**src/rtl/core/drke_pkg.sv**
```systemverilog
// ----------------------------------------------------------------------------
// drke_pkg
// Shared types and constants for the DER RSA key extractor.
// ----------------------------------------------------------------------------
package drke_pkg;

  // Default upper limit on the stripped modulus length, in bytes
  localparam int unsigned ModBytesDefault = 512;

  // Result queue depth and pointer width
  localparam int unsigned ResDepth = 4;
  localparam int unsigned ResPtrW  = 2;

  // Field widths of one result beat
  localparam int unsigned ModLenW = 10;
  localparam int unsigned ExpW    = 32;

  // DER tags and header codes
  localparam logic [7:0] TagSequence  = 8'h30;
  localparam logic [7:0] TagVersion   = 8'hA0;
  localparam logic [7:0] TagBitString = 8'h03;
  localparam logic [7:0] TagInteger   = 8'h02;
  localparam logic [7:0] PadByte      = 8'h00;
  localparam logic [7:0] ZeroByte     = 8'h00;
  localparam logic [6:0] LongLenMask  = 7'h7F;
  localparam logic [2:0] MaxLenBytes  = 3'd4;

  // Result kinds
  localparam logic KindModByte = 1'b0;
  localparam logic KindStatus  = 1'b1;

  // Status codes
  localparam logic StatusOk  = 1'b0;
  localparam logic StatusBad = 1'b1;

  typedef struct packed {
    logic               kind;
    logic [7:0]         modulus_byte;
    logic               status;
    logic [ModLenW-1:0] modulus_length;
    logic [ExpW-1:0]    exponent;
  } res_t;

  // Results raised by one accepted input beat: a modulus byte, the final
  // status, or both (modulus byte first).
  typedef struct packed {
    logic mod_vld;
    logic stat_vld;
    res_t mod_res;
    res_t stat_res;
  } push_t;

endpackage

```
**src/rtl/core/drke_parser.sv**
```systemverilog
// ----------------------------------------------------------------------------
// drke_parser
// Byte-wide DER walker: TLV headers, bound checks, modulus and exponent.
// ----------------------------------------------------------------------------
module drke_parser #(
  parameter int unsigned ModBytes = drke_pkg::ModBytesDefault
) (
  input  logic            clk_i,
  input  logic            rst_ni,
  input  logic            accept_i,
  input  logic [7:0]      cert_byte_i,
  input  logic            buffer_end_i,
  output drke_pkg::push_t push_o
);
  import drke_pkg::*;

  localparam int unsigned CntW = $clog2(ModBytes + 1);

  // length byte tracker codes
  localparam logic [2:0] LblTag   = 3'd0;
  localparam logic [2:0] LblFirst = 3'd5;

  typedef enum logic [4:0] {
    PhCert       = 5'd0,
    PhTbs        = 5'd1,
    PhFirst      = 5'd2,
    PhVerSkip    = 5'd3,
    PhSerial     = 5'd4,
    PhSerialSkip = 5'd5,
    PhAlg        = 5'd6,
    PhAlgSkip    = 5'd7,
    PhIssuer     = 5'd8,
    PhIssuerSkip = 5'd9,
    PhValid      = 5'd10,
    PhValidSkip  = 5'd11,
    PhSubj       = 5'd12,
    PhSubjSkip   = 5'd13,
    PhKeyInfo    = 5'd14,
    PhAlg2       = 5'd15,
    PhAlg2Skip   = 5'd16,
    PhBits       = 5'd17,
    PhPad        = 5'd18,
    PhKeySeq     = 5'd19,
    PhMod        = 5'd20,
    PhModFirst   = 5'd21,
    PhModBody    = 5'd22,
    PhExp        = 5'd23,
    PhExpBody    = 5'd24,
    PhDone       = 5'd25
  } phase_e;

  phase_e            phase_q, phase_d;
  logic              ver_q, ver_d;
  logic [31:0]       acc_q, acc_d;
  logic [2:0]        lbl_q, lbl_d;
  logic [31:0]       outer_q, outer_d;
  logic [31:0]       tbs_q, tbs_d;
  logic [31:0]       keyinfo_q, keyinfo_d;
  logic [31:0]       bits_q, bits_d;
  logic [31:0]       keyseq_q, keyseq_d;
  logic [31:0]       elem_q, elem_d;
  logic [31:0]       exp_q, exp_d;
  logic [CntW-1:0]   cnt_q, cnt_d;
  logic              err_q, err_d;

  logic              active;
  logic              is_hdr;
  logic              bounded;
  logic [31:0]       enc;
  logic              any_tag;
  logic [7:0]        want_tag;
  logic              hdr_done;
  logic [31:0]       hdr_len;
  phase_e            skip_base;
  logic              emit_mod;
  logic              stat_bad;

  function automatic logic [31:0] dec32(input logic [31:0] v);
    return (v != '0) ? v - 32'd1 : '0;
  endfunction

  // Enclosing room and expected tag of the header being parsed
  always_comb begin
    is_hdr   = 1'b1;
    bounded  = 1'b1;
    enc      = tbs_q;
    any_tag  = 1'b1;
    want_tag = TagSequence;
    case (phase_q)
      PhCert: begin
        bounded = 1'b0;
        enc     = '0;
        any_tag = 1'b0;
      end
      PhTbs: begin
        enc     = outer_q;
        any_tag = 1'b0;
      end
      PhKeyInfo: begin
        any_tag = 1'b0;
      end
      PhFirst, PhSerial, PhAlg, PhIssuer, PhValid, PhSubj: begin
        enc = tbs_q;
      end
      PhAlg2: begin
        enc = keyinfo_q;
      end
      PhBits: begin
        enc      = keyinfo_q;
        any_tag  = 1'b0;
        want_tag = TagBitString;
      end
      PhKeySeq: begin
        enc     = bits_q;
        any_tag = 1'b0;
      end
      PhMod, PhExp: begin
        enc      = keyseq_q;
        any_tag  = 1'b0;
        want_tag = TagInteger;
      end
      default: begin
        is_hdr = 1'b0;
      end
    endcase
  end

  assign active    = !err_q && (phase_q != PhDone);
  assign hdr_len   = (lbl_q == LblFirst) ? {24'h0, cert_byte_i} : {acc_q[23:0], cert_byte_i};
  assign skip_base = ver_q ? PhFirst : PhSerial;

  always_comb begin
    phase_d   = phase_q;
    ver_d     = ver_q;
    acc_d     = acc_q;
    lbl_d     = lbl_q;
    outer_d   = outer_q;
    tbs_d     = tbs_q;
    keyinfo_d = keyinfo_q;
    bits_d    = bits_q;
    keyseq_d  = keyseq_q;
    elem_d    = elem_q;
    exp_d     = exp_q;
    cnt_d     = cnt_q;
    err_d     = err_q;
    hdr_done  = 1'b0;
    emit_mod  = 1'b0;
    stat_bad  = 1'b0;

    push_o                         = '0;
    push_o.mod_res.kind            = KindModByte;
    push_o.mod_res.modulus_byte    = cert_byte_i;
    push_o.mod_res.status          = StatusOk;
    push_o.stat_res.kind           = KindStatus;

    if (accept_i) begin
      outer_d   = dec32(outer_q);
      tbs_d     = dec32(tbs_q);
      keyinfo_d = dec32(keyinfo_q);
      bits_d    = dec32(bits_q);
      keyseq_d  = dec32(keyseq_q);
      elem_d    = dec32(elem_q);

      if (active) begin
        if (is_hdr) begin
          if (bounded && (enc == '0)) begin
            err_d = 1'b1;
          end else if (lbl_q == LblTag) begin
            ver_d = (cert_byte_i == TagVersion);
            if (!any_tag && (cert_byte_i != want_tag)) begin
              err_d = 1'b1;
            end else begin
              lbl_d = LblFirst;
            end
          end else if (lbl_q == LblFirst) begin
            if (cert_byte_i[7]) begin
              if (((cert_byte_i[6:0] & LongLenMask) == '0) ||
                  (cert_byte_i[6:0] > 7'(MaxLenBytes))) begin
                err_d = 1'b1;
              end else begin
                acc_d = '0;
                lbl_d = cert_byte_i[2:0];
              end
            end else begin
              acc_d    = hdr_len;
              hdr_done = 1'b1;
            end
          end else begin
            acc_d = hdr_len;
            lbl_d = lbl_q - 3'd1;
            if (lbl_q == 3'd1) begin
              hdr_done = 1'b1;
            end
          end
        end else begin
          case (phase_q)
            PhPad: begin
              if (cert_byte_i != PadByte) begin
                err_d = 1'b1;
              end else begin
                phase_d = PhKeySeq;
              end
            end
            PhModFirst: begin
              if ((elem_q > 32'd1) && (cert_byte_i == ZeroByte)) begin
                phase_d = (elem_d != '0) ? PhModBody : PhExp;
              end else if (elem_q > 32'(ModBytes)) begin
                err_d = 1'b1;
              end else begin
                emit_mod = 1'b1;
                phase_d  = (elem_d != '0) ? PhModBody : PhExp;
              end
            end
            PhModBody: begin
              emit_mod = 1'b1;
              if (elem_d == '0) begin
                phase_d = PhExp;
              end
            end
            PhExpBody: begin
              exp_d = {exp_q[23:0], cert_byte_i};
              if (elem_d == '0) begin
                phase_d = PhDone;
              end
            end
            PhVerSkip, PhSerialSkip, PhAlgSkip, PhIssuerSkip, PhValidSkip,
            PhSubjSkip, PhAlg2Skip: begin
              if (elem_d == '0) begin
                phase_d = phase_e'(phase_q + 5'd1);
              end
            end
            default: begin
              err_d = 1'b1;
            end
          endcase
        end
      end

      // header complete: check fit, then open the element
      if (hdr_done) begin
        lbl_d = LblTag;
        if (bounded && (hdr_len >= enc)) begin
          err_d = 1'b1;
        end else begin
          case (phase_q)
            PhCert: begin
              outer_d = hdr_len;
              phase_d = PhTbs;
            end
            PhTbs: begin
              tbs_d   = hdr_len;
              phase_d = PhFirst;
            end
            PhFirst: begin
              elem_d  = hdr_len;
              phase_d = (hdr_len != '0) ? phase_e'(skip_base + 5'd1)
                                        : phase_e'(skip_base + 5'd2);
            end
            PhKeyInfo: begin
              keyinfo_d = hdr_len;
              phase_d   = PhAlg2;
            end
            PhBits: begin
              bits_d = hdr_len;
              if (hdr_len == '0) begin
                err_d = 1'b1;
              end else begin
                phase_d = PhPad;
              end
            end
            PhKeySeq: begin
              keyseq_d = hdr_len;
              phase_d  = PhMod;
            end
            PhMod: begin
              if (hdr_len > 32'(ModBytes + 1)) begin
                err_d = 1'b1;
              end else begin
                elem_d  = hdr_len;
                phase_d = (hdr_len != '0) ? PhModFirst : PhExp;
              end
            end
            PhExp: begin
              elem_d  = hdr_len;
              exp_d   = '0;
              phase_d = (hdr_len != '0) ? PhExpBody : PhDone;
            end
            default: begin
              elem_d  = hdr_len;
              phase_d = (hdr_len != '0) ? phase_e'(phase_q + 5'd1)
                                        : phase_e'(phase_q + 5'd2);
            end
          endcase
        end
      end

      if (emit_mod) begin
        cnt_d = cnt_q + CntW'(1);
      end
      push_o.mod_vld = emit_mod;

      if (buffer_end_i) begin
        stat_bad = err_d || (phase_d != PhDone) || (outer_d != '0);
        push_o.stat_vld                = 1'b1;
        push_o.stat_res.status         = stat_bad ? StatusBad : StatusOk;
        push_o.stat_res.modulus_length = ModLenW'(cnt_d);
        push_o.stat_res.exponent       = exp_d;
        // back to reset for the next certificate
        phase_d   = PhCert;
        ver_d     = 1'b0;
        acc_d     = '0;
        lbl_d     = LblTag;
        outer_d   = '0;
        tbs_d     = '0;
        keyinfo_d = '0;
        bits_d    = '0;
        keyseq_d  = '0;
        elem_d    = '0;
        exp_d     = '0;
        cnt_d     = '0;
        err_d     = 1'b0;
      end
    end
  end

  always_ff @(posedge clk_i or negedge rst_ni) begin
    if (!rst_ni) begin
      phase_q   <= PhCert;
      ver_q     <= 1'b0;
      acc_q     <= '0;
      lbl_q     <= LblTag;
      outer_q   <= '0;
      tbs_q     <= '0;
      keyinfo_q <= '0;
      bits_q    <= '0;
      keyseq_q  <= '0;
      elem_q    <= '0;
      exp_q     <= '0;
      cnt_q     <= '0;
      err_q     <= 1'b0;
    end else begin
      phase_q   <= phase_d;
      ver_q     <= ver_d;
      acc_q     <= acc_d;
      lbl_q     <= lbl_d;
      outer_q   <= outer_d;
      tbs_q     <= tbs_d;
      keyinfo_q <= keyinfo_d;
      bits_q    <= bits_d;
      keyseq_q  <= keyseq_d;
      elem_q    <= elem_d;
      exp_q     <= exp_d;
      cnt_q     <= cnt_d;
      err_q     <= err_d;
    end
  end

  // last beat always leaves the walker clean
  a_end_resets: assert property (@(posedge clk_i) disable iff (!rst_ni)
    (accept_i && buffer_end_i) |=> (phase_q == PhCert) && !err_q)
    else $error("parser not back at certificate header after last beat");

  // an error sticks until the buffer ends
  a_err_sticky: assert property (@(posedge clk_i) disable iff (!rst_ni)
    (err_q && !(accept_i && buffer_end_i)) |=> err_q)
    else $error("error flag dropped before buffer end");

  // length tracker only holds tag, first-length or 1..4 remaining
  a_lbl_range: assert property (@(posedge clk_i) disable iff (!rst_ni)
    (lbl_q != 3'd6) && (lbl_q != 3'd7))
    else $error("length byte tracker out of range");

endmodule

```
**src/rtl/core/drke_res_fifo.sv**
```systemverilog
// ----------------------------------------------------------------------------
// drke_res_fifo
// Small result queue; takes up to two results a cycle, hands out one.
// ----------------------------------------------------------------------------
module drke_res_fifo (
  input  logic             clk_i,
  input  logic             rst_ni,
  input  drke_pkg::push_t  push_i,
  output logic             full_o,
  output logic             out_valid_o,
  input  logic             out_stall_i,
  output drke_pkg::res_t   head_o
);
  import drke_pkg::*;

  localparam int unsigned CntW = $clog2(ResDepth + 1);

  res_t               mem_q [ResDepth];
  logic [ResPtrW-1:0] rd_ptr_q, rd_ptr_d;
  logic [ResPtrW-1:0] wr_ptr_q, wr_ptr_d;
  logic [CntW-1:0]    count_q, count_d;
  logic [CntW-1:0]    n_push;
  logic               pop;
  logic [ResPtrW-1:0] stat_ptr;

  assign pop         = out_valid_o && !out_stall_i;
  assign n_push      = CntW'(push_i.mod_vld) + CntW'(push_i.stat_vld);
  assign stat_ptr    = wr_ptr_q + ResPtrW'(push_i.mod_vld);
  assign rd_ptr_d    = rd_ptr_q + ResPtrW'(pop);
  assign wr_ptr_d    = wr_ptr_q + ResPtrW'(n_push);
  assign count_d     = count_q + n_push - CntW'(pop);
  // room for two results must be there before a beat is taken
  assign full_o      = count_q > CntW'(ResDepth - 2);
  assign out_valid_o = count_q != '0;
  assign head_o      = mem_q[rd_ptr_q];

  always_ff @(posedge clk_i) begin
    if (push_i.mod_vld) begin
      mem_q[wr_ptr_q] <= push_i.mod_res;
    end
    if (push_i.stat_vld) begin
      mem_q[stat_ptr] <= push_i.stat_res;
    end
  end

  always_ff @(posedge clk_i or negedge rst_ni) begin
    if (!rst_ni) begin
      rd_ptr_q <= '0;
      wr_ptr_q <= '0;
      count_q  <= '0;
    end else begin
      rd_ptr_q <= rd_ptr_d;
      wr_ptr_q <= wr_ptr_d;
      count_q  <= count_d;
    end
  end

  a_count_bound: assert property (@(posedge clk_i) disable iff (!rst_ni)
    count_q <= CntW'(ResDepth))
    else $error("result queue overfilled");

  a_no_overflow: assert property (@(posedge clk_i) disable iff (!rst_ni)
    (push_i.mod_vld || push_i.stat_vld) |-> !full_o)
    else $error("results pushed while queue full");

  a_count_step: assert property (@(posedge clk_i) disable iff (!rst_ni)
    pop |=> count_q <= $past(count_q) + CntW'(1))
    else $error("queue count jumped on a pop cycle");

endmodule

```
**src/rtl/core/der_rsa_key_extractor.sv**
```systemverilog
// ----------------------------------------------------------------------------
// der_rsa_key_extractor
// Streams a DER certificate and pulls out the RSA modulus and exponent.
//
// Feed the certificate one byte per beat with buffer_end_i set on the final
// byte. Each byte is parsed in the cycle it is accepted, so the block takes
// one byte per clock while in_stall_o is low; a byte raises zero, one or two
// result beats (a modulus byte, the final status, or a modulus byte followed
// by the status). Results sit in a four-entry queue, and in_stall_o rises
// while it holds three or more, so a stalled consumer backs up into the
// input once three or four results are waiting. Modulus bytes leave
// big-endian with one leading zero stripped; the status beat carries the
// error flag, the number of modulus bytes sent and the low 32 bits of the
// exponent. If status reports an error, the modulus bytes sent before it
// must be thrown away. After the final byte the walker is back at reset
// and the next certificate may follow at once.
// ----------------------------------------------------------------------------
module der_rsa_key_extractor #(
  parameter int unsigned ModBytes = drke_pkg::ModBytesDefault
) (
  input  logic        clk_i,
  input  logic        rst_ni,

  // byte input channel
  input  logic        in_valid_i,
  output logic        in_stall_o,
  input  logic [7:0]  cert_byte_i,
  input  logic        buffer_end_i,

  // result channel
  output logic        out_valid_o,
  input  logic        out_stall_i,
  output logic        kind_o,
  output logic [7:0]  modulus_byte_o,
  output logic        status_o,
  output logic [9:0]  modulus_length_o,
  output logic [31:0] exponent_o
);
  import drke_pkg::*;

  logic  accept;
  push_t push;
  res_t  head;

  assign accept = in_valid_i && !in_stall_o;

  // TLV walker: all per-byte work sits between its state registers
  drke_parser #(
    .ModBytes (ModBytes)
  ) u_parser (
    .clk_i        (clk_i),
    .rst_ni       (rst_ni),
    .accept_i     (accept),
    .cert_byte_i  (cert_byte_i),
    .buffer_end_i (buffer_end_i),
    .push_o       (push)
  );

  // result queue decouples the two sides
  drke_res_fifo u_res_fifo (
    .clk_i       (clk_i),
    .rst_ni      (rst_ni),
    .push_i      (push),
    .full_o      (in_stall_o),
    .out_valid_o (out_valid_o),
    .out_stall_i (out_stall_i),
    .head_o      (head)
  );

  assign kind_o           = head.kind;
  assign modulus_byte_o   = head.modulus_byte;
  assign status_o         = head.status;
  assign modulus_length_o = head.modulus_length;
  assign exponent_o       = head.exponent;

endmodule

```
**config.mk**
```make
export PLATFORM = sky130hd
export DESIGN_NAME = der_rsa_key_extractor
export DESIGN_NICKNAME = d
export VERILOG_FILES = /design/src/rtl/core/drke_pkg.sv /design/src/rtl/core/drke_parser.sv /design/src/rtl/core/drke_res_fifo.sv /design/src/rtl/core/der_rsa_key_extractor.sv
export SDC_FILE = /design/constraint.sdc
export NUM_CORES = 1
export LEC_CHECK = 0
export BUFFER_PORTS_ARGS = -buffer_cell sky130_fd_sc_hd__clkbuf_2
export CAP_MARGIN = 20
export CORE_ASPECT_RATIO = 1.4
export CORE_MARGIN = 2
export CORE_UTILIZATION = 50
export CTS_BUF_LIST = sky130_fd_sc_hd__clkbuf_8
export DETAILED_ROUTE_END_ITERATION = 12
export PLACE_DENSITY = 0.72
export SKIP_CTS_REPAIR_TIMING = 1
export SLEW_MARGIN = 20
export SYNTH_ARGS = -nofsm -noshare
export SYNTH_HDL_FRONTEND = slang
export SYNTH_SLANG_ARGS = --single-unit
```
**constraint.sdc**
```tcl
create_clock -name clk_i -period 9.1 [get_ports clk_i]
set_input_delay 1.82 -clock clk_i [delete_from_list [all_inputs] [get_ports clk_i]]
set_output_delay 1.82 -clock clk_i [all_outputs]
set_load 0.02 [all_outputs]
```
# Yosys cells after proc, flatten, opt, wreduce, memory -nomap -nowiden
# Memory sizes are Yosys's and may differ from the RTL's.
# Index checks and enable logic that the tools add are counted.
[totals] reg_bits=275 memories=1 ramBits=208
[memory_table] name="u_res_fifo.mem_q" depth=4 word_bits=52 read_ports=1 rd_clocked_by_memory_dff=0 write_ports=2 line="drke_res_fifo.sv:18" source="res_t mem_q [ResDepth];"
[classes] eq_ne=37 magnitude_cmp=6 n_mux=133 addsub=18 n_reduce_logical=46
[ops] operator="$mux W32" n=39
[ops] operator="$reduce_bool A32 Y1" n=9
[ops] operator="$mux W24" n=8
[ops] operator="$sub A32 B1 Y32 const B" n=6
[ops] operator="$pmux W32 S5" n=1
[ops] operator="$logic_not A32 Y1" n=3
[ops] operator="$mux W43" n=2
[ops] operator="$mux W5" n=16
[ops] operator="$gt A32 B10 Y1 const B" n=2
[ops] operator="$pmux W32 S2" n=1
[ops] operator="$eq A5 B5 Y1 const B" n=9
[ops] operator="$mux W1" n=45
[ops] operator="$eq A5 B4 Y1 const B" n=8
[ops] operator="$pmux W5 S8" n=1
[ops] operator="$mux W3" n=11
[ops] operator="$ge A32 B32 Y1" n=1
[ops] operator="$gt A32 B1 Y1 const B" n=1
[ops] operator="$pmux W5 S5" n=1
[ops] operator="$eq A5 B3 Y1 const B" n=4
[ops] operator="$mux W10" n=2
[ops] operator="$reduce_or A14 Y1" n=1
[ops] operator="$reduce_or A7 Y1" n=2
[ops] operator="$pmux W6 S2" n=1
[ops] operator="$add A10 B1 Y10 const B" n=1
[ops] operator="40 further kinds" n=65

# Depth between registers and ports, before layout
[logic_depth] depth_word=20 mapped_depth=24

# Hierarchy
# Synthesis repeated with hierarchy kept, for this count alone.
[hier_totals] cells_unflattened=3094 area_unflattened_um2=31572.8
[by_module_without_submodules] mod="drke_parser" n_inst=1 cells_each=2549 area_per_inst_um2=20981.4 seq_area_each_um2=6706.4
[by_module_without_submodules] mod="drke_res_fifo" n_inst=1 cells_each=544 area_per_inst_um2=10577.6 seq_area_each_um2=6421.2
[by_module_without_submodules] mod="der_rsa_key_extractor" n_inst=1 cells_each=1 area_per_inst_um2=13.8 seq_area_each_um2=0.0

# Least setup slack after synthesis
# Ideal clock, no wire load.
[synth_timing] path_kind="input port to flip-flop" from="input cert_byte_i[0]" to="memory u_res_fifo.mem_q[3][0] in the netlist's numbering, enable pin" stages=13 setup_time_ns=0.401 arrival_ns=4.979 path_slack_ns=3.720 path_cell_list="clkbuf_1 -> nor2_1 -> nand4_1 -> a31oi_1 -> a211o_1 -> a21oi_4 -> nand2_1 -> inv_1 -> ha_1 -> xor2_1 -> nand3_1 -> clkbuf_1 -> nand2_1"
[synth_rtl] item="from (decl)" line="der_rsa_key_extractor.sv:27" source="input logic [7:0] cert_byte_i,"
[synth_rtl] item="to (decl)" line="drke_res_fifo.sv:18"

==> results.txt <==
metal3 WL - 7.37 mm
Crit Path Max Fanout - 24
Vias - 25,500
net count after synthesis - 3,192
WL met2 - 49.7 mm
Final Skew - 0.0571 ns
worst hold path class - flip-flop to flip-flop
finished layout cell area - 0.0313 sq mm
P_leak - 12.6 nW
fmax - 0.140 GHz
Final Slew Violations - 0
post-place setup slack - 1.74 ns
largest area contributor in the netlist - dfrtp_1
max cap viols - 0
Pwr Density - 376 mW/mm^2
Area after DPL - 0.0297 sq mm
Synth Register Bits - 483
CTS tree - yes
number of antenna violations at the first check in global routing - 2
sequential share of the synthesized area - 0.444
CP required - 9.51 ns
VDD IR-drop max - 0.199 mV
DRC - 0
GRT Residual Overflow - 0
Cell variety after synth - 98
Die Area - 0.0595 sq mm
Final Hold Vio Count - 0
overall die height - 288 um
final worst slack - 1.93 ns
nature of the critical path endpoint - flip-flop
run status - finished, final reports clean
first-pass GRT wire length - 155 mm
Total Neg Setup Slack - 0 ns
DPL Wire Length - 71.6 mm
Cell Area, Synth - 0.0288 sq mm
Root Buffer - clkbuf_8
Initial Util - 0.503
CTS clk-pin slew, worst paths - 0.07 ns
Worst Tran Pin Value - 1.15 ns
Avg Inst Size Synth - 9.24 sq um
synth top area cells - dfrtp_1 24%, edfxtp_1 18%, nor2_1 4.5%
Final ANT Viol Nets - 0
vias per cell - 6.58
Worst-Skew Late Latency - 0.72 ns
I/O pins - 67
Slew headroom - 0.225
synthesis-to-finish area growth - 8.59%
TritonCTS Buffers - 78
number of global-route vias before repair - 25,000
Chip Width - 207 um
CTS Buffer Depth - 3
Sink Count - 483
CP arrival - 7.57 ns
Final Net Count - 3,152
Routed met1 length - 36.9 mm
Synth warnings - 0
total track usage - 0.347
# rows - 104
GPL Wtd Cong - 1.05
core box area - 0.0573 sq mm
1st-iter DRT viols - 2,532
layout cells sized above 1 - 0.116
Post-synth EDFFs - 172
fin crit share - 0.788
share of the synthesized area in the top cell type - 0.239
RSZ-0062 raised after global routing - false
highest routed layer - met5
H-tree depth - 3
startpoint types - flip-flop
largest net degree at the start of global routing - 107
total wire length - 103 mm
count of input and output buffers - 66
Pre-Repair DR Iteration Count - 7
Tmin final - 7.17 ns
DR WL/cell - 26.7 um
prevailing post-synth register cell - dfrtp_1
Mapped Cells - 3,115
Post-synth ARST share - 0.569
critical path class - flip-flop to flip-flop
# setup viols final - 0
[final timing paths]
| check | start | endpoint | slack (ns) | cells after the start |
|---|---|---|---|---|
| worst max-delay path | u_parser.phase_q[1] | u_res_fifo.mem_q[0][14] | 1.93 | 19 |
| worst min-delay path | u_res_fifo.mem_q[3][51] | u_res_fifo.mem_q[3][51] | 0.46 | 2 |
| worst min register to register | u_res_fifo.mem_q[3][51] | u_res_fifo.mem_q[3][51] | 0.46 | 2 |
| max in group asynchronous | rst_ni | u_parser.elem_q[22] | 5.79 | 3 |
| worst max register to register | u_parser.phase_q[1] | u_res_fifo.mem_q[0][14] | 1.93 | 19 |
| min in group asynchronous | rst_ni | u_parser.keyinfo_q[1] | 1.10 | 1 |
[placed cells by master (no fill, tap or decap), drive strengths merged, types with 17 or more instances in the layout]
cell / netlist / routed
nor2: 348 / 348
clkbuf: 205 / 159
inv: 58 / 89
nand4: 28 / 28
a21oi: 213 / 213
nor4: 72 / 72
a31oi: 18 / 18
or3: 21 / 21
edfxtp: 172 / 172
a21o: 19 / 19
dfrtp: 275 / 275
nor3: 214 / 214
o21ai: 226 / 226
ha: 63 / 63
nand3: 61 / 61
and2: 28 / 28
nand2: 315 / 315
a22o: 89 / 89
and3: 17 / 17
or4: 23 / 23
a211oi: 24 / 24
o31ai: 25 / 25
o22ai: 28 / 28
buf: 55 / 74
dfxtp: 36 / 36
mux4: 52 / 52
mux2i: 72 / 72
xor2: 55 / 55
xnor2: 118 / 118
[per-layer routing]
metal | vias to the layer above | GRT usage
met1 | 12500 | 0.398
met2 | 1298 | 0.570
li1 | 11300 | -
met4 | 2 | 0.280
met3 | 432 | 0.0572
met5 | - | 0
[flip-flops by register name, indices dropped and copies added, names as in the netlist]
register,cells
u_parser.elem_q,32
u_parser.outer_q,32
u_parser.keyinfo_q,32
u_parser.acc_q,24
u_res_fifo.wr_ptr_q,2
u_res_fifo.count_q,3
u_parser.lbl_q,3
u_res_fifo.mem_q,208
u_res_fifo.rd_ptr_q,2
u_parser.keyseq_q,32
u_parser.tbs_q,32
u_parser.phase_q,5
u_parser.ver_q,1
u_parser.exp_q,32
u_parser.bits_q,32
u_parser.err_q,1
u_parser.cnt_q,10
[cell type report]
class | count | area (sq um)
timing repair buffer | 140 | 895
tap | 742 | 928
inverter | 59 | 221
clock inverter | 49 | 290
clock buffer | 93 | 1280
antenna | 1 | 2.50
fill | 5087 | 26000
sequential | 483 | 12800
multi-input combinational | 2313 | 14900
[cells in the mapped netlist (all sizes together) (63+ instances only)]
cell,count
nor2,348
nand2,315
dfrtp,275
o21ai,226
nor3,214
a21oi,213
clkbuf,205
edfxtp,172
xnor2,118
a22o,89
mux2i,72
nor4,72
ha,63
[worst max-delay path: stages (launching register included)]
cell	delay [ns]
dfrtp_1	0.46
inv_1	0.22
ha_1	0.53
nor4bb_2	0.66
nor2_1	0.36
nand2_1	0.67
mux2i_1	0.26
ha_1	0.27
a21o_1	0.17
a21oi_1	0.16
nor2b_1	0.09
o31ai_1	0.33
o211ai_1	0.24
o22a_1	0.26
a211oi_2	0.41
buf_4	0.27
nand4_1	0.22
nand2_1	0.88
buf_4	0.31
nor2_1	0.06
[through the flow]
stage / total power, mW / hold WS (ns) / std cells / util
3_5_place_dp: 9.66 / 0.449 / 3735 / 0.518
5_1_grt: 12.5 / 0.481 / 3880 / 0.546
2_1_floorplan: 7.74 / 0.419 / 3115 / -
4_1_cts: 11.6 / 0.458 / 3877 / 0.546
3_3_place_gp: 9.55 / 0.433 / 3733 / 0.518
6_report: 11.7 / 0.455 / 3880 / 0.546
[logic make-up after synthesis]
group,Yosys count,share of synthesized area
AND/OR/NAND/NOR,1187,0.196
multiplexers,127,0.0669
XOR/XNOR,173,0.0526
adder cells (fa/ha/maj),64,0.0281
AO/OA/AOI/OAI,762,0.170
buffers and inverters,319,0.0437
flip-flops,483,0.444
[where the power goes]
| part | internal [mW] | total [mW] | switching (mW) |
|---|---|---|---|
| registers | 2.63 | 3.31 | 0.679 |
| clock network | 1.02 | 1.94 | 0.923 |
| logic | 2.36 | 6.49 | 4.13 |
No activity file was read; power rests on OpenSTA's default activity.
